[config.mk]
export PLATFORM = sky130hd
export DESIGN_NAME = bzs_ram
export DESIGN_NICKNAME = d
export VERILOG_FILES = /design/src/rtl/core/bzs_ram.sv
export SDC_FILE = /design/constraint.sdc
export NUM_CORES = 1
export LEC_CHECK = 0
export BUFFER_PORTS_ARGS = -buffer_cell sky130_fd_sc_hd__buf_2
export CORE_ASPECT_RATIO = 0.5
export CORE_UTILIZATION = 55
export CTS_CLUSTER_DIAMETER = 200
export DETAILED_ROUTE_END_ITERATION = 7
export PLACE_DENSITY = 0.74
export SYNTH_ARGS = -nofsm -noshare
export SYNTH_HDL_FRONTEND = slang
export SYNTH_SLANG_ARGS = --single-unit
[constraint.sdc]
create_clock -name clock -period 2.11 [get_ports clock]
set_input_delay 0.422 -clock clock [delete_from_list [all_inputs] [get_ports clock]]
set_output_delay 0.422 -clock clock [all_outputs]
set_load 0.02 [all_outputs]
[src/rtl/core/bzs_ram.sv]
// ----------------------------------------------------------------------------
// Generic single-port-write RAM
// One write port and one read port with a registered read.
// ----------------------------------------------------------------------------
`default_nettype none

module bzs_ram #(
   parameter int WIDTH = 8,
   parameter int DEPTH = 32
) (
   input  logic                     clock,
   input  logic                     wr_en,
   input  logic [$clog2(DEPTH)-1:0] wr_addr,
   input  logic [WIDTH-1:0]         wr_data,
   input  logic [$clog2(DEPTH)-1:0] rd_addr,
   output logic [WIDTH-1:0]         rd_data
);

   logic [WIDTH-1:0] mem_ff [DEPTH];
   logic [WIDTH-1:0] rd_data_ff;

   // Write, and registered read.
   always_ff @(posedge clock) begin
      if (wr_en) begin
         mem_ff[wr_addr] <= wr_data;
      end
      rd_data_ff <= mem_ff[rd_addr];
   end

   assign rd_data = rd_data_ff;

endmodule

`default_nettype wire

; After elaboration in Yosys (flattened, before gate mapping)
; Memories as Yosys holds them, arrays and structs flattened. A register that Yosys moved wholly into a read port is not among the register bits.
; Index checks and enable logic that the tools add are counted.
[op_classes]
add_sub_neg = 0
n_mux = 2
order_cmp = 0
n_shift = 0
div_mod_pow = 0
n_eq_ne = 0
bitwise_logic = 0
n_mul = 0
n_reduce_logical = 0
[ops]
columns = operator, n
row1 = $mux W1, 2
[totals]
rom_bits = 0
output_inout_bits = 8
in_bits = 20
elab_cells = 3
regBits = 0
n_memories = 1
ramBits = 256
latch_bits = 0
[memory_table]
columns = memory, words, word_bits, rd, rd_ports_with_merged_regs, wr, line_no
row1 = mem_ff, 32, 8, 1, 1, 1, 19  ; logic [WIDTH-1:0] mem_ff [DEPTH];

; Depth between registers and ports, before layout
; Gate-level depths: netlist of run 1.
[logic_depth]
depth_word = 2
mapped_depth = 5
mapped_depth_nobuf = 3

; Worst setup path after synthesis of run 1
; Ideal clock, no wire load.
[synth_timing]
kind = in2reg
startpoint = in rd_addr[2]
endpoint = reg rd_data_ff[0] (netlist: rd_data[0]), read port of mem_ff
setup_time_ns = 0.121
arrival_ns = 2.104
slack_ns = -0.114
path_buffers = 2
cell_stages = 5
path_cell_list = clkbuf_1 clkbuf_1 mux4_2 mux4_2 mux2_2
[synth_lines]
columns = element, line_no
row1 = "start, declared", 15  ; input logic [$clog2(DEPTH)-1:0] rd_addr,
row2 = "end, declared", 20  ; logic [WIDTH-1:0] rd_data_ff;

==> flow_summary.yaml, run 1 <==
run_status:
  outcome: "complete, but fails checks"
  violations: "design-rule violations"
setup_path:
  path_cells: "buf_4, buf_4, mux4_2, mux4_2, mux2_2"
  cp.depth: 5
  cp_top_family: "multiplexers"
  critPathLaunch: "rd_addr[0]"
  crit_arrival_ns: 2.23
  max_stage_delay_ns: 0.54
  rr_worst_depth: 3
  end_kind: "flop"
  path_class: "input port to flop"
  cp_max_fo: 9
  reg2reg_to: "rd_data[5]$_DFF_P_"
  r2r_start: "mem_ff[18][5]$_DFFE_PP_"
  worst-path-buf-inv: 2
  critPathLaunchType: "input port"
  ff2ff_setup_slack_ns: 0.31
  worstPathRequired_ns: 2.50
  slowest_stage: "mux4_2"
  crit_end: "rd_data[2]$_DFF_P_"
timing:
  slew_headroom_pct: 62.4
  setup_viol: 0
  slew_viol_final: 0
  final.period_utilization_pct: 87.2
  max_freq_mhz: 544
  fin_crit_ns: 1.84
  grt_setup_unrepaired: "false"
  tightest_slew_ns: 0.564
  fin_worst_skew_ns: 0.0142
  hold_violations: 0
place:
  portBuffers: 27
  dp_hpwl_mm: 12.6
  dp_cells: 707
  gp_congestion: 0.782
  placed_cell_area_um2: 10900
power_and_ir_drop:
  comb_power_share_pct: 5.8
  p_clk_share_pct: 36.9
  peakVddDrop_v: 0.000482
  pwr-share-seq_pct: 57.2
  power_density_nw_per_um2: 887
  p_int_mw: 8.20
  p_leak_nw: 3.70
  sw_frac_of_total_pct: 20.0
  p_sw_mw: 2.04
route:
  drtIter0Drc: 383
  drc_errors: 1
  dr.pass1.iters: 7
  ant_nets: 0
  vias_per_cell: 6.11
  wl_per_cell_um: 25.6
  vias: 4568
  wl_mm: 19.1
cts:
  clock-sinks: 264
  clock_latency_ns: 0.50
  clockBufferDepth: 3
  tritoncts: "done"
  post_cts_buffers: 0
  cts_made_buffers: 23
  htreeDepth: 1
  clk_pin_slew_ns: 0.07
  ctsResizeCount: 0
  holdBufCountCts: 0
  cts-root-buf: "clkbuf_16"
finish:
  antenna_cells: 0
  final_net_count: 518
  utilization_pct: 65.6
  regArea_um2: 7850
  multi_input_comb_area_um2: 2100
  drive_above_1_share_pct: 37.7
  syn2layout_area_growth_pct: 14.9
  fillers: 1126
  fin_cells: 748
  final_area_um2: 11500
global_route:
  grt_pass1_wl_mm: 29.1
  grt_pass1_vias: 4664
  overflow: 0
  antenna_found_initial: 0
  grt.total_usage_pct: 21.5
  grt_max_degree: 33
hold_path:
  hp-class: "input port to flop"
  whs_path_depth: 2
floorplanning:
  pin_count: 28
  die_width_um: 193
  rows: 34
  die_h_um: 97.6
  initial_core_util_pct: 57.1
  core-area_um2: 17600
  dieArea_um2: 18900
synthesis:
  netlist_area_um2: 10100
  syn_avg_cell_area_um2: 24.1
  ys_ff_latch: 264
  synth_top_area_share_pct: 76.5
  synth_top_cell_by_area: "edfxtp_1"
  yosysSeqAreaShare_pct: 78.1
  yosysUniqueCellTypes: 15
  syn-num-nets: 437
  yosys_warnings: 0
  synth_cells: 417
  yosys-top-cells-area: "edfxtp_1 76%, mux4_2 18%, dfxtp_1 1.6%"
flow_run:
  maxCapViolCount: 0
==> Yosys cell counts, drive strengths merged <==
| cell | instances |
|---|---|
| edfxtp | 256 |
| mux4 | 80 |
| nor2 | 33 |
| buf | 14 |
| dfxtp | 8 |
| mux2 | 8 |
| clkbuf | 6 |
| nand3b | 5 |
| or3b | 3 |
| nand3 | 2 |
| nand2 | 1 |
| or3 | 1 |
==> registers in the layout, summed over array words and instances, names as in the netlist <==
register	count
mem_ff	256
rd_data	8
==> per-layer routing <==
layer	vias to the layer above	global-route usage (%)	share of wire [%]	routed length (um)
met5	-	0	0	0
met4	0	4.55	1.5	288
met3	28	3.51	8.1	1540
met2	199	33.9	47	8960
met1	2398	32.5	44	8350
li1	1943	-	-	-
==> worst min path at each step <==
stage                             from                     end  slack (ns)
floorplan                   wr_data[0]  mem_ff[0][0]$_DFFE_PP_        0.52
global placement    rd_data[3]$_DFF_P_              rd_data[3]        0.87
detailed placement  rd_data[3]$_DFF_P_              rd_data[3]        0.86
CTS                         rd_addr[3]      rd_data[6]$_DFF_P_        0.37
global route                rd_addr[3]      rd_data[5]$_DFF_P_        0.38
finish                      rd_addr[3]      rd_data[6]$_DFF_P_        0.39
==> layout by cell type (no fill, tap or decap) <==
master / synthesis / layout
edfxtp_1: 256 / 256
mux4_2: 80 / 80
buf_4: 6 / 39
nor2_1: 33 / 33
buf_2: 1 / 26
clkbuf_16: 0 / 23
buf_12: 0 / 11
clkbuf_1: 6 / 10
mux2_2: 8 / 8
dfxtp_1: 8 / 8
nand3b_1: 5 / 5
clkinv_1: 0 / 4
or3b_2: 3 / 3
nand3_1: 2 / 2
clkbuf_8: 0 / 2
clkinv_2: 0 / 2
nand2_1: 1 / 1
or3_1: 1 / 1
==> logic make-up after synthesis <==
family	after synthesis	share of synthesized area [%]
multiplexers	88	18.8
flip-flops	264	78.1
AND/OR/NAND/NOR	45	2.07
buffers and inverters	20	1.06
==> power groups by stage <==
stage / Sequential [mW] / Clock, mW / Combinational [mW]
2_1_floorplan: 5.98 / 0 / 0.312
3_3_place_gp: 5.97 / 0 / 0.582
3_5_place_dp: 5.97 / 0 / 0.596
4_1_cts: 5.86 / 3.84 / 0.601
5_1_grt: 5.86 / 4.04 / 0.635
6_report: 5.86 / 3.78 / 0.596
==> final cells by class <==
| cell class | count | area share, % |
|---|---|---|
| sequential | 264 | 68.0 |
| multi-input combinational | 133 | 18.2 |
| timing repair buffer | 76 | 5.57 |
| clock buffer | 35 | 5.55 |
| tap | 234 | 2.54 |
| clock inverter | 6 | 0.217 |
==> through the flow <==
step | total power [mW] | setup WS (ns) | setup TNS [ns] | hold slack (ns)
finish | 10.2 | 0.271 | 0 | 0.387
global route | 10.5 | 0.207 | 0 | 0.378
CTS | 10.3 | 0.261 | 0 | 0.370
detailed placement | 6.57 | -0.253 | -1.84 | 0.858
global placement | 6.55 | -0.238 | -1.72 | 0.869
floorplan | 6.30 | 0.00245 | 0 | 0.521
No activity file was read; power rests on OpenSTA's default activity.
==> inputs of run 2 (changes only) <==
==> constraint.sdc (replaced) <==
create_clock -name clock -period 2.11 [get_ports clock]
set_input_delay 0.1055 -clock clock [delete_from_list [all_inputs] [get_ports clock]]
set_output_delay 0.1055 -clock clock [all_outputs]
set_load 0.02 [all_outputs]
==> run 2 against run 1 <==
  * The flow now finishes without violations
  * Global-route usage rose by 1.7 points
  * Sequential share of layout area rose by 0.68 points
  * Total power rose by 0.63%
  * Non-clock buffer count fell by 6
  * Clock power rose by 2%
  * Critical path type is now flop to flop
  * Critical endpoint is now rd_data[1]$_DFF_P_
  * Largest cell class unchanged
==> flow_summary.yaml, run 2 (same netlist as run 1, synthesis figures left out) <==
setup_path:
  rr_worst_depth: 3
  cp_top_family: "multiplexers"
  path_class: "flop to flop"
  ff2ff_setup_slack_ns: 0.28
  timing.critical_path.mode_cell: "mux4_2"
  max_stage_delay_ns: 0.55
  path_cells: "mux4_2, mux4_2, mux2_2"
  slowest_stage: "mux4_2"
  end_kind: "flop"
  r2r_start: "mem_ff[4][1]$_DFFE_PP_"
  worstPathRequired_ns: 2.51
  crit_arrival_ns: 2.22
  reg2reg_to: "rd_data[1]$_DFF_P_"
  critPathLaunchType: "flop"
  critPathLaunch: "mem_ff[4][1]$_DFFE_PP_"
  cp_max_fo: 1
  worst-path-buf-inv: 0
global_route:
  overflow: 0
  grt_pass1_wl_mm: 31.1
  grt.total_usage_pct: 23.2
  grt_pass1_vias: 4826
  grt_max_degree: 34
  antenna_found_initial: 0
cts:
  holdBufCountCts: 0
  post_cts_buffers: 0
  cts_made_buffers: 23
  clock_latency_ns: 0.51
  htreeDepth: 1
  clk_pin_slew_ns: 0.06
  tritoncts: "done"
  cts-root-buf: "clkbuf_16"
  clockBufferDepth: 3
  ctsResizeCount: 0
  clock-sinks: 264
finish:
  antenna_cells: 0
  fin_cells: 741
  drive_above_1_share_pct: 37.3
  largest_register_ffs: 256
  largest_register: "mem_ff"
  utilization_pct: 64.9
  layout_commonest_cell: "edfxtp_1"
  syn2layout_area_growth_pct: 13.7
  layout_common_cells: "256 x edfxtp_1, 80 x mux4_2, 39 x buf_4"
  final_net_count: 512
power_and_ir_drop:
  p_int_mw: 8.20
  total_power_mw: 10.3
  pwr-share-seq_pct: 56.8
  p_clk_share_pct: 37.5
  sw_frac_of_total_pct: 20.5
  p_leak_nw: 3.66
  power_density_nw_per_um2: 901
  comb_power_share_pct: 5.7
  p_sw_mw: 2.11
  peakVddDrop_v: 0.000503
timing:
  max_freq_mhz: 547
  slew_viol_final: 0
  fin_worst_skew_ns: 0.0140
  fin_tns_setup_ns: 0
  final.period_utilization_pct: 86.6
  setup_viol: 0
  grt_setup_unrepaired: "false"
  tightest_slew_ns: 0.602
  slew_headroom_pct: 59.9
  fin_crit_ns: 1.83
  hold_violations: 0
route:
  drtIter0Drc: 602
  drc_errors: 0
  wl_per_cell_um: 28.0
  wl_mm: 20.8
  vias_per_cell: 6.25
  ant_nets: 0
  dr.pass1.iters: 7
  vias: 4631
place:
  dp_hpwl_mm: 12.9
  portBuffers: 27
  gp_congestion: 0.716
  dp_cells: 701
floorplanning:
  initial_core_util_pct: 57.1
  pin_count: 28
  die_h_um: 97.6
  core-area_um2: 17600
  rows: 34
  die_width_um: 193
  dieArea_um2: 18900
run_status:
  outcome: "completed"
flow_run:
  maxCapViolCount: 0
hold_path:
  hold_end: "rd_data[0]$_DFF_P_"
  whs_path_depth: 2
  hp-start: "rd_addr[3]"
  hp-class: "input port to flop"
[run 2: metrics by stage]
stage | worst slack (ns) | hold WS [ns] | instance area (um2)
floorplan | 0.202 | 0.204 | 10100
global placement | 0.0258 | 0.541 | 10800
detailed placement | 0.0104 | 0.536 | 10800
CTS | 0.263 | 0.0728 | 11400
global route | 0.239 | 0.0786 | 11400
finish | 0.282 | 0.0827 | 11400
[run 2: area by class of cell]
type                    count  area (um2)
clock buffers              27         591
clock inverters            13        80.1
fillers                  1111        6180
multi-input cells         133        2100
flip-flops and latches    264        7850
well taps                 234         293
repair buffers             70         523
[run 2: worst register-to-register path: stages (launching register included)]
cell and delay [ns]:
edfxtp_1 0.37, mux4_2 0.51, mux4_2 0.55, mux2_2 0.29
[run 2: worst max path at each step]
stage | end | depth (start not counted) | slack, ns
CTS | rd_data[3]$_DFF_P_ | 3 | 0.26
finish | rd_data[1]$_DFF_P_ | 3 | 0.28
global route | rd_data[1]$_DFF_P_ | 3 | 0.24
floorplan | rd_data[0]$_DFF_P_ | 5 | 0.20
detailed placement | rd_data[7]$_DFF_P_ | 5 | 0.01
global placement | rd_data[3]$_DFF_P_ | 5 | 0.03
[run 2: metal layers]
| metal | share of wire, % | global-route usage, % | vias up |
|---|---|---|---|
| met4 | 2.5 | 6.46 | 0 |
| met5 | 0 | 0 | - |
| li1 | - | - | 1921 |
| met3 | 8.6 | 5.17 | 41 |
| met1 | 42 | 33.9 | 2469 |
| met2 | 47 | 35.9 | 200 |
[run 2: power groups by stage]
stage | combinational, mW | sequential [mW] | clock [mW]
final | 0.584 | 5.85 | 3.87
after global routing | 0.621 | 5.86 | 4.07
after CTS | 0.589 | 5.86 | 3.88
after detailed placement | 0.586 | 5.97 | 0
after global placement | 0.576 | 5.96 | 0
after floorplan | 0.311 | 5.98 | 0
