[config.mk]
export PLATFORM = sky130hd
export DESIGN_NAME = bzs_mul
export DESIGN_NICKNAME = d
export VERILOG_FILES = /design/src/rtl/core/bzs_pkg.sv /design/src/rtl/core/bzs_mul.sv
export SDC_FILE = /design/constraint.sdc
export NUM_CORES = 1
export LEC_CHECK = 0
export BUFFER_PORTS_ARGS = -buffer_cell sky130_fd_sc_hd__buf_2
export CAP_MARGIN = 30
export CORE_MARGIN = 2
export CORE_UTILIZATION = 25
export DETAILED_ROUTE_END_ITERATION = 10
export PLACE_DENSITY = 0.54
export SYNTH_ARGS = -nofsm -noshare
export SYNTH_HDL_FRONTEND = slang
export SYNTH_SLANG_ARGS = --single-unit
export TNS_END_PERCENT = 50
[constraint.sdc]
create_clock -name clock -period 3.6 [get_ports clock]
set_clock_uncertainty 0.05 [all_clocks]
set_input_delay 0.72 -clock clock [delete_from_list [all_inputs] [get_ports clock]]
set_output_delay 0.72 -clock clock [all_outputs]
set_load 0.1 [all_outputs]
[src/rtl/core/bzs_pkg.sv]
// ----------------------------------------------------------------------------
// Bezier spline package
// Beat types, fixed-point widths and the rounding and saturation helpers
// shared by the spline control-point solver.
// ----------------------------------------------------------------------------
`default_nettype none

package bzs_pkg;

   // Coordinate and internal fixed-point widths.
   localparam int COORD_BITS    = 24;               // Q.8 coordinates
   localparam int ACC_BITS      = COORD_BITS + 16;  // Q.16 sweep values
   localparam int WIDE_BITS     = ACC_BITS + 4;     // headroom for right-hand sides
   localparam int FRAC_GROW     = 8;                // Q.8 to Q.16
   localparam int COEF_BITS     = 16;               // sweep coefficient, Q.16, <= 0.5
   localparam int PIVOT_BITS    = 19;               // pivot, Q.16, below 8.0
   localparam int DIVIDEND_BITS = 33;               // 2^32 plus half the pivot
   localparam int ONE_Q16       = 65536;

   // Input beat: one knot.
   typedef struct packed {
      logic signed [COORD_BITS-1:0] knot_x;
      logic signed [COORD_BITS-1:0] knot_y;
      logic                         last_knot;
   } req_type;

   // Output beat: one curve segment.
   typedef struct packed {
      logic signed [COORD_BITS-1:0] ctrl1_x;
      logic signed [COORD_BITS-1:0] ctrl1_y;
      logic signed [COORD_BITS-1:0] ctrl2_x;
      logic signed [COORD_BITS-1:0] ctrl2_y;
      logic signed [COORD_BITS-1:0] end_x;
      logic signed [COORD_BITS-1:0] end_y;
      logic                         straight;
      logic                         dropped;
      logic                         last_segment;
   } rsp_type;

   // Q.8 coordinate to Q.16 in the wide format.
   function automatic logic signed [WIDE_BITS-1:0] knot_to_wide(
      logic signed [COORD_BITS-1:0] k);
      return {{(WIDE_BITS-COORD_BITS-FRAC_GROW){k[COORD_BITS-1]}}, k, {FRAC_GROW{1'b0}}};
   endfunction

   // Sign extension of a sweep value to the wide format.
   function automatic logic signed [WIDE_BITS-1:0] acc_to_wide(
      logic signed [ACC_BITS-1:0] a);
      return {{(WIDE_BITS-ACC_BITS){a[ACC_BITS-1]}}, a};
   endfunction

   // Saturate a wide value to the sweep width.
   function automatic logic signed [ACC_BITS-1:0] sat_acc(logic signed [WIDE_BITS-1:0] v);
      logic [WIDE_BITS-ACC_BITS:0] upper;
      upper = v[WIDE_BITS-1:ACC_BITS-1];
      if ((&upper) || !(|upper)) begin
         return v[ACC_BITS-1:0];
      end
      return v[WIDE_BITS-1] ? {1'b1, {(ACC_BITS-1){1'b0}}} : {1'b0, {(ACC_BITS-1){1'b1}}};
   endfunction

   // Saturate a wide value to the coordinate width.
   function automatic logic signed [COORD_BITS-1:0] sat_coord(
      logic signed [WIDE_BITS-1:0] v);
      logic [WIDE_BITS-COORD_BITS:0] upper;
      upper = v[WIDE_BITS-1:COORD_BITS-1];
      if ((&upper) || !(|upper)) begin
         return v[COORD_BITS-1:0];
      end
      return v[WIDE_BITS-1] ? {1'b1, {(COORD_BITS-1){1'b0}}}
                            : {1'b0, {(COORD_BITS-1){1'b1}}};
   endfunction

   // Shift right with rounding to nearest, ties away from zero.
   function automatic logic signed [WIDE_BITS-1:0] round_away(
      logic signed [WIDE_BITS-1:0] v, int shift);
      logic [WIDE_BITS-1:0] mag;
      logic [WIDE_BITS-1:0] r;
      mag = v[WIDE_BITS-1] ? -v : v;
      r   = (mag + (WIDE_BITS'(1) << (shift - 1))) >> shift;
      return v[WIDE_BITS-1] ? -r : r;
   endfunction

endpackage

`default_nettype wire

[src/rtl/core/bzs_mul.sv]
// ----------------------------------------------------------------------------
// Coefficient multiplier
// Multiplies a signed Q.16 value by an unsigned Q.16 coefficient with
// shift and add, rounding the magnitude to nearest.
// ----------------------------------------------------------------------------
`default_nettype none

module bzs_mul (
   input  logic                                 clock,
   input  logic                                 reset,
   input  logic                                 start,
   input  logic signed [bzs_pkg::WIDE_BITS-1:0] a,
   input  logic [bzs_pkg::COEF_BITS-1:0]        coef,
   output logic                                 done,
   output logic signed [bzs_pkg::WIDE_BITS-1:0] p
);
   import bzs_pkg::*;

   localparam int PROD_BITS = WIDE_BITS + COEF_BITS;
   localparam int CNT_BITS  = $clog2(COEF_BITS);

   logic                   run_ff, run_in;
   logic                   done_ff, done_in;
   logic [CNT_BITS-1:0]    cnt_ff, cnt_in;
   logic [PROD_BITS-1:0]   mag_ff, mag_in;
   logic [PROD_BITS-1:0]   acc_ff, acc_in;
   logic [COEF_BITS-1:0]   coef_ff, coef_in;
   logic                   neg_ff, neg_in;
   logic [WIDE_BITS-1:0]   a_mag;
   logic [WIDE_BITS-1:0]   res;

   // Add the shifted magnitude for each set coefficient bit, LSB first.
   always_comb begin
      a_mag   = a[WIDE_BITS-1] ? -a : a;
      run_in  = run_ff;
      done_in = 1'b0;
      cnt_in  = cnt_ff;
      mag_in  = mag_ff;
      acc_in  = acc_ff;
      coef_in = coef_ff;
      neg_in  = neg_ff;
      if (start) begin
         run_in  = 1'b1;
         cnt_in  = '0;
         mag_in  = PROD_BITS'(a_mag);
         acc_in  = PROD_BITS'(1) << (COEF_BITS - 1);
         coef_in = coef;
         neg_in  = a[WIDE_BITS-1];
      end else if (run_ff) begin
         if (coef_ff[0]) begin
            acc_in = acc_ff + mag_ff;
         end
         mag_in  = mag_ff << 1;
         coef_in = coef_ff >> 1;
         cnt_in  = cnt_ff + CNT_BITS'(1);
         if (cnt_ff == CNT_BITS'(COEF_BITS - 1)) begin
            run_in  = 1'b0;
            done_in = 1'b1;
         end
      end
   end

   // Control state.
   always_ff @(posedge clock) begin
      if (reset) begin
         run_ff  <= 1'b0;
         done_ff <= 1'b0;
      end else begin
         run_ff  <= run_in;
         done_ff <= done_in;
      end
   end

   // Datapath.
   always_ff @(posedge clock) begin
      cnt_ff  <= cnt_in;
      mag_ff  <= mag_in;
      acc_ff  <= acc_in;
      coef_ff <= coef_in;
      neg_ff  <= neg_in;
   end

   // Drop the fraction and restore the sign.
   assign res  = acc_ff[PROD_BITS-1:COEF_BITS];
   assign p    = neg_ff ? -res : res;
   assign done = done_ff;

endmodule

`default_nettype wire

=== Yosys cells after proc, flatten, opt, wreduce, memory -nomap -nowiden ===
Cells that the tools add are included.

* Order comparisons: 0
* Div/mod/pow operators: 0
* Bitwise operators: 1
* Add/subtract/negate cells: 4
* Reduce and logical (&&, ||, !) cells: 3
* Multipliers: 0
* Eq/ne operators: 1
* Shifts and indexed selects: 0
* Muxes and demuxes: 10

{| class="wikitable"
|+ Operators with widths
! operator !! number
|-
| 2-to-1 mux 44 bit || 4
|-
| negation 44 bit || 2
|-
| adder 60 bit || 1
|-
| 2-to-1 mux 16 bit || 2
|-
| adder 4 x 1 -> 4 bit, second input constant || 1
|-
| == test 4 bit, second input constant || 1
|-
| 2-to-1 mux 1 bit || 4
|-
| OR reduction 3 bit || 1
|-
| AND reduction 2 bit || 1
|-
| nonzero test 2 bit || 1
|-
| inverter 1 bit || 1
|}

* Logic and storage cells: 27
* Memories: 0
* Memory bits (read-only): 0
* Register bits: 143
* RAM bits: 0
* Output and inout bits: 45
* Latch bits: 0

=== Longest topological paths before layout ===
Gate-level depths: netlist (run 1).

* Depth in word-level cells: 4
* Mapped depth: 11
* Gate-level depth less buffers: 11

=== Least setup slack after synthesis (run 1) ===
OpenSTA, ideal clock, no wires.

* Path type: reg2out
* Start: register acc_ff[21]
* End: output port p[39] in the netlist's numbering
* Arrival time: 3.793 ns
* Setup slack: -0.963 ns
* Data required time: 2.830 ns
* Cell stages (with the launch flop): 9
* Cell sequence: dfxtp_1 or4_1 or3_1 or2_1 or4_4 or4_4 or3_4 o31ai_4 xnor2_1

* Cells in the longest elaborated chain, start to end: 2

{| class="wikitable"
|+ Ends and longest elaborated chain
! what !! RTL line !! RTL
|-
| from (decl) || bzs_mul.sv:26 || <nowiki>logic [PROD_BITS-1:0] acc_ff, acc_in;</nowiki>
|-
| from (signal assigned) || bzs_mul.sv:78 || <nowiki>acc_ff <= acc_in;</nowiki>
|-
| negation 44 bit || bzs_mul.sv:85 || <nowiki>assign p = neg_ff ? -res : res;</nowiki>
|-
| 2-to-1 mux 44 bit || bzs_mul.sv:85 ||
|-
| to (decl) || bzs_mul.sv:15 || <nowiki>output logic signed [bzs_pkg::WIDE_BITS-1:0] p</nowiki>
|}

No other way between the ends.

=== Worst setup path after layout (run 1) ===
Same ends and word-level chain as after synthesis.

==> results of run 1 <==
==> final timing paths <==
check | slack, ns | to | start
min | 0.40 | acc_ff[14]$_SDFFE_PP0P_ | acc_ff[14]$_SDFFE_PP0P_
max | -0.98 | p[39] | acc_ff[21]$_SDFFE_PP0P_
max reg2reg | 0.07 | acc_ff[53]$_SDFFE_PP0P_ | mag_ff[2]$_DFFE_PP_
min reg2reg | 0.40 | acc_ff[14]$_SDFFE_PP0P_ | acc_ff[14]$_SDFFE_PP0P_
==> layer usage <==
layer  wire length (um)  vias to the layer above  track usage  part of all wire
met2              14500                      247        0.235              0.43
met4                697                       20       0.0479             0.021
met1              16400                     4673        0.210              0.49
met3               1920                       60       0.0413             0.057
met5                133                        -            0            0.0040
li1                   -                     5052            -                 -
==> state kept, by name (all words and copies together), names as in the netlist <==
| name | flops |
|---|---|
| neg_ff | 1 |
| mag_ff | 60 |
| cnt_ff | 4 |
| done | 1 |
| run_ff | 1 |
| acc_ff | 60 |
| coef_ff | 16 |
==> power groups by stage <==
stage	registers [mW]	logic (mW)	clock network, mW
finish	1.94	3.43	1.98
global route	1.95	3.65	2.08
CTS	1.94	3.37	2.04
detailed placement	1.97	3.24	0
global placement	1.97	3.22	0
floorplan	1.95	2.21	0
==> layout make-up <==
| class | count | share of cell area |
|---|---|---|
| Multi-Input combinational cell | 1051 | 0.515 |
| Sequential cell | 143 | 0.246 |
| Timing Repair Buffer | 228 | 0.138 |
| Tap cell | 539 | 0.0478 |
| Clock buffer | 19 | 0.0307 |
| Clock inverter | 13 | 0.0150 |
| Inverter | 23 | 0.00611 |
| Antenna cell | 6 | 0.00106 |
==> through the flow <==
| stage | setup TNS [ns] | setup slack, ns |
|---|---|---|
| after detailed placement | -7.96 | -0.528 |
| after global placement | -7.36 | -0.491 |
| after floorplan | -4.88 | -0.501 |
| after global routing | -14.21 | -1.06 |
| after CTS | -12.75 | -1.00 |
| final | -12.24 | -0.978 |
==> cell families (layout without fill, tap and decap cells) <==
kind of cell / after synthesis / in the layout
AO/OA/AOI/OAI: 382 / 382
XOR/XNOR: 127 / 127
adder cells (fa/ha/maj): 63 / 63
buffers and inverters: 87 / 283
flip-flops: 143 / 143
multiplexers: 40 / 40
other: 0 / 6
AND/OR/NAND/NOR: 439 / 439
==> cells in the mapped netlist, drive strengths merged (18+ instances only) <==
cell / n
a21oi: 152
nand3: 28
clkbuf: 59
dfxtp: 82
or3: 18
inv: 23
o21ai: 81
mux2i: 23
o31ai: 27
ha: 62
edfxtp: 61
nor3: 23
xor2: 59
nand2: 155
nor2: 128
xnor2: 68
a21o: 31
==> critical path, cell delays in order (launching register included) <==
cell                      delay [ns]
sky130_fd_sc_hd__dfxtp_2        0.32
sky130_fd_sc_hd__or4_4          0.52
sky130_fd_sc_hd__or3_4          0.39
sky130_fd_sc_hd__or2_4          0.25
sky130_fd_sc_hd__or4_4          0.42
sky130_fd_sc_hd__or4_4          0.45
sky130_fd_sc_hd__or3_4          0.38
sky130_fd_sc_hd__o31ai_4        0.28
sky130_fd_sc_hd__xnor2_4        0.16
sky130_fd_sc_hd__buf_12         0.19
==> repair_timing <==
action | CTS | global route
setup buffers | 4 | 3
pin swaps | 15 | 12
endpoints found under the setup margin | 28 | 39
resized for setup | 39 | 29
==> parameters.txt, run 1 <==
Parameter                              Value

Status
  Result of the run    complete, but fails checks
  Violations in the final reports    setup timing

Drt
  Wirelength, routed    33700 um
  Final routed DRC violation total    0
  Vias after detailed routing    10.1k
  Initial detailed-routing violation count    670
  Post-detailed-route count of antenna-violating nets    0
  Avg Vias per Cell    4.97
  1st-pass router iterations    4
  WL per Instance    16.6 um

Clocking
  CTS buffer count    17
  Clock tree from TritonCTS    built
  H-tree depth    4
  # clock sinks    143
  Source-to-sink clock delay at the later pin of the worst-skew pair    0.45 ns
  Clock input transition at the sequential cells of the worst setup and hold paths    0.06 ns
  Cts hold-fix bufs    0
  CTS root buffer    sky130_fd_sc_hd__clkbuf_16
  Clock Path Buffers    2

Synthesis
  Proportion of synthesized flip-flops having asynchronous set or reset    0
  Synth Register Bits    143
  Cells after Synth    1281
  Share of the synthesized area in compound gates (AO/OA/AOI/OAI)    0.224
  Xor/xnor cell area share of the yosys netlist    0.105
  Syn avg cell area    8.25 um^2
  Number of flops mapped to enable cells by yosys    61
  Proportion of synthesized chip area in sequential cells    0.329
  Post-Synth Adder-Cell Area    0.0753
  Simple-Gate Fraction of Synth Area    0.195
  Cell area after synthesis    10600 um^2
  Most used flip-flop cell after synthesis    sky130_fd_sc_hd__dfxtp_1
  Area share of the largest cell type after synthesis    0.173
  Synth area leader    sky130_fd_sc_hd__edfxtp_1
  Multiplexer share of the synthesized area    0.0402
  Synth cell types    66
  Number of synthesis warnings    0
  Post-synth net total    1407
  Top post-synthesis cells by area    sky130_fd_sc_hd__edfxtp_1 17%, sky130_fd_sc_hd__dfxtp_1 16%, sky130_fd_sc_hd__ha_1 7.3%
  Combinational family with the most area after synthesis    compound AO/OA/AOI/OAI gates

Power
  Leakage power    5.80 nW
  Combinational fraction of design power    0.467
  Peak supply drop    0.326 mV
  Total power    7.35 mW
  Part of the power in the clock network    0.270
  Fraction of power spent switching nets    0.410
  Power per Cell Area    521 nW/um^2
  Sequential share of power    0.263
  Net switching power figure    3.02 mW
  Internal Dissipation    4.33 mW

Run
  # Max-Cap Violations    0

Hold path
  WHS Path Cells    2
  Type of the worst min-delay path    register to register

Placement
  Count of buffers inserted at the top-level ports    107
  Post-Place Cells    1980
  Placement-stage cell area    13100 um^2
  DPL Wire Length    26100 um
  Weighted congestion reported at the end of routability-driven placement    0.887

GRT
  Final global-route overflow total    0
  Antenna violations before repair    16
  Number of global-route vias before repair    9643
  First-pass GRT wire length    53300 um
  Total routing usage reported by global routing    0.154
  Maximum number of pins on one net before global-route repair    84

Layout
  Fraction of layout cells with a size suffix above 1    0.231
  Most common cell after layout, fill and taps aside    sky130_fd_sc_hd__nand2_1
  Final cell area excluding filler cells    14100 um^2
  Layout Area Growth over Synthesis    33.6%
  Final core utilization    0.337
  Area of combinational cells with multiple inputs    7270 um^2
  Final-layout fill cell count    4336
  Commonest cells after routing, fill and taps aside    153 x sky130_fd_sc_hd__nand2_1, 152 x sky130_fd_sc_hd__a21oi_1, 128 x sky130_fd_sc_hd__nor2_1
  Count of placed standard cells in the final layout, fillers left out    2022
  FF+latch area    3470 um^2
  Net count of the finished layout    1590

Floorplanning
  Count of boundary I/O pins    108
  Die footprint    43900 um^2
  Floorplan core area    41900 um^2
  Die height    210 um
  Initial Util    0.253
  Die width    210 um
  Number of placement rows    75

Setup path
  Worst R2R Path Depth    12
  Critical path endpoint category    output pin
  Peak fanout along the critical path    3
  Required time of the critical path    2.83 ns
  Signal arrival time at the worst endpoint    3.81 ns
  Type of element launching the critical path    register
  Type of the worst setup path    register to output pin

Timing
  Worst rel slew slack    0.463
  Number of max-slew violations in the final report    0
  Min Tclk post-route    4.58 ns
  Max frequency    218 MHz
  Crit path setup slack, layout    -0.978 ns
  Count of endpoints failing setup in the final report    19
  Measured slew at the worst slew-check pin    0.805 ns
  Setup repair after global routing missed its margin    true
  Final critical-path share of the clock period    1.27
  Hold slack    0.404 ns
  Final hold viol count    0
(Power assumes the default switching activity.)
==> inputs of run 2 (changes only) <==
==> constraint.sdc (replaced) <==
create_clock -name clock -period 3.6 [get_ports clock]
set_clock_uncertainty 0.05 [all_clocks]
set_input_delay 0.18 -clock clock [delete_from_list [all_inputs] [get_ports clock]]
set_output_delay 0.18 -clock clock [all_outputs]
set_load 0.1 [all_outputs]
==> run 2 against run 1 <==
The flow still finishes with violations (setup timing). Die area unchanged. Sequential power hardly changed. Setup slack improved by 0.65 ns. Sequential share of layout area grew 1.4 points. Power down 7.2%. Clock-buffer cell count stayed put. Non-clock buffer count fell by 30. Hold slack worse by 0.31 ns. Design area down 5.3%. Register-to-register slack gained 0.13 ns. Flip-flop and latch count unchanged.
==> parameters.txt, run 2 (synthesized netlist as in run 1, its figures left out) <==
Parameter                              Value

Status
  Result of the run    complete, but fails checks
  Violations in the final reports    setup timing

Hold path
  Type of the worst min-delay path    input pin to register

Clocking
  H-tree depth    4 (unchanged)
  CTS root buffer    sky130_fd_sc_hd__clkbuf_16
  # clock sinks    143 (unchanged)
  Clock Path Buffers    2 (unchanged)
  Source-to-sink clock delay at the later pin of the worst-skew pair    0.44 ns (about the same)
  CTS buffer count    17 (unchanged)
  Clock tree from TritonCTS    built
  Clock input transition at the sequential cells of the worst setup and hold paths    0.06 ns (about the same)

Drt
  Avg Vias per Cell    4.97 (about the same)
  WL per Instance    16.6 um (-0.36%)
  Final routed DRC violation total    0 (unchanged)
  Initial detailed-routing violation count    597 (-11%)
  Post-detailed-route count of antenna-violating nets    0 (unchanged)
  Vias after detailed routing    9898 (-1.5%)
  Wirelength, routed    33000 um (-1.9%)
  1st-pass router iterations    5 (+1)

Timing
  Final critical-path share of the clock period    1.09 (-0.180)
  Max frequency    254 MHz (+17%)
  Final hold viol count    0 (unchanged)
  Number of max-slew violations in the final report    0 (unchanged)
  Crit path setup slack, layout    -0.329 ns (+0.649 ns)
  Setup repair after global routing missed its margin    true
  Worst rel slew slack    0.471 (+0.00795)
  Count of endpoints failing setup in the final report    11 (-8)
  Min Tclk post-route    3.93 ns (-0.649 ns)
  Measured slew at the worst slew-check pin    0.793 ns (-0.0119 ns)

Layout
  Fraction of layout cells with a size suffix above 1    0.189 (-0.0415)
  FF+latch area    3470 um^2 (unchanged)
  Final-layout fill cell count    4418 (+1.9%)
  Most common cell after layout, fill and taps aside    sky130_fd_sc_hd__nand2_1
  Net count of the finished layout    1560 (-1.9%)
  Commonest cells after routing, fill and taps aside    155 x sky130_fd_sc_hd__nand2_1, 152 x sky130_fd_sc_hd__a21oi_1, 128 x sky130_fd_sc_hd__nor2_1
  Top Registers    acc_ff (60), mag_ff (60), coef_ff (16)
  Area of combinational cells with multiple inputs    6960 um^2 (-4.3%)
  Layout Area Growth over Synthesis    26.5%
  Final core utilization    0.320 (-0.0178)

Setup path
  Worst path max stage delay    0.53 ns (about the same)
  Type of the worst setup path    register to output pin
  Required time of the critical path    3.37 ns (+0.54 ns)
  Combined buffer and inverter count along the critical path    1 (unchanged)
  Cell with the biggest individual delay on the critical path    sky130_fd_sc_hd__or4_4
  Type of element launching the critical path    register
  Signal arrival time at the worst endpoint    3.70 ns (-0.11 ns)
  Worst path cell trace    or4_4 -> or3_4 -> or2_4 -> or4_4 -> or4_4 -> or3_4 -> o31ai_4 -> xnor2_2 -> buf_12
  Category of cells accounting for the largest share of critical-path delay    simple AND/OR/NAND/NOR gates
  Peak fanout along the critical path    3 (unchanged)
  Critical path endpoint category    output pin
  Critical Path Most Common Cell    sky130_fd_sc_hd__or4_4

Power
  Power per Cell Area    510 nW/um^2 (-2.0%)
  Peak supply drop    0.352 mV (+8.2%)
  Leakage power    5.43 nW (-6.3%)
  Total power    6.83 mW (-7.2%)

GRT
  Antenna violations before repair    16 (unchanged)
  First-pass GRT wire length    52500 um (-1.5%)
  Total routing usage reported by global routing    0.152 (-0.00160)
  Maximum number of pins on one net before global-route repair    116 (+38%)
  Final global-route overflow total    0 (unchanged)
  Number of global-route vias before repair    9630 (-0.13%)

Placement
  Count of buffers inserted at the top-level ports    107 (unchanged)
  Weighted congestion reported at the end of routability-driven placement    0.862 (-2.9%)
  DPL Wire Length    25300 um (-2.9%)

Floorplanning
  Die width    210 um (unchanged)
  Die height    210 um (unchanged)
  Die footprint    43900 um^2 (unchanged)
  Count of boundary I/O pins    108 (unchanged)
  Floorplan core area    41900 um^2 (unchanged)
  Number of placement rows    75 (unchanged)
  Initial Util    0.253 (unchanged)

Run
  # Max-Cap Violations    0 (unchanged)
==> run 2: cell types whose count changed in the layout (fill, tap and decap cells not counted), moves of 4 or more <==
cell	change
sky130_fd_sc_hd__o21ai_0	+4
sky130_fd_sc_hd__dlygate4sd3_1	+18
sky130_fd_sc_hd__buf_4	-41
sky130_fd_sc_hd__o31ai_4	-5
sky130_fd_sc_hd__buf_6	-11
sky130_fd_sc_hd__xnor2_1	+12
sky130_fd_sc_hd__o31ai_1	+4
sky130_fd_sc_hd__buf_2	+14
sky130_fd_sc_hd__buf_12	-8
sky130_fd_sc_hd__xnor2_4	-8
sky130_fd_sc_hd__xnor2_2	-4
==> run 2: repair_timing <==
action,4_1_cts,5_1_grt
endpoints found under the hold margin,19,0
setup buffers,2,1
pin swaps,8,4
endpoints found under the setup margin,12,26
gates resized for setup,18,19
hold buffers,18,0
==> run 2: worst min-delay path, stage by stage <==
cell and delay, ns:
sky130_fd_sc_hd__buf_2 0.10, sky130_fd_sc_hd__xor2_1 0.06, sky130_fd_sc_hd__a21oi_1 0.12
==> run 2: path summary, 6_finish.rpt <==
check        depth (start not counted)  slack, ns                      end               startpoint
min reg2reg                          2       0.41  acc_ff[14]$_SDFFE_PP0P_  acc_ff[14]$_SDFFE_PP0P_
min                                  3        0.1     mag_ff[35]$_DFFE_PP_                    a[35]
max reg2reg                         13       0.20  acc_ff[55]$_SDFFE_PP0P_     mag_ff[26]$_DFFE_PP_
max                                  9      -0.33                    p[39]  acc_ff[21]$_SDFFE_PP0P_
==> run 2: layout make-up <==
class	instances	area share
Clock buffer	19	0.0331
Tap cell	539	0.0504
Multi-Input combinational cell	1051	0.520
Antenna cell	5	0.000935
Clock inverter	13	0.0123
Inverter	23	0.00645
Timing Repair Buffer	198	0.117
Sequential cell	143	0.260
==> run 2: routing by layer <==
layer / up-vias / global-route usage / part of all wire / wire [um]
met4: 22 / 0.0408 / 0.014 / 478
met1: 4611 / 0.211 / 0.49 / 16300
met2: 219 / 0.229 / 0.42 / 14000
li1: 5000 / - / - / -
met5: - / 0 / 0.0036 / 118
met3: 46 / 0.0453 / 0.066 / 2180
==> run 2: through the flow <==
stage / hold slack, ns / TNS [ns] / setup slack (ns) / cells / cell area, um^2
after global placement: 0.330 / 0 / 0.0269 / 1932 / 12400
after CTS: 0.0716 / -2.74 / -0.367 / 1985 / 13300
final: 0.0993 / -2.32 / -0.329 / 1991 / 13400
after floorplan: 0.202 / -1.09 / -0.246 / 1281 / 10600
after detailed placement: 0.320 / 0 / 0.000566 / 1933 / 12400
after global routing: 0.0926 / -3.75 / -0.448 / 1987 / 13400
==> run 2: where the power goes <==
part	switching (mW)	leakage, nW	internal, mW	total [mW]
Combinational	2.05	3.88	0.985	3.03
Sequential	0.107	1.27	1.84	1.95
Clock	0.733	0.285	1.11	1.84
Total	2.89	5.43	3.93	6.83
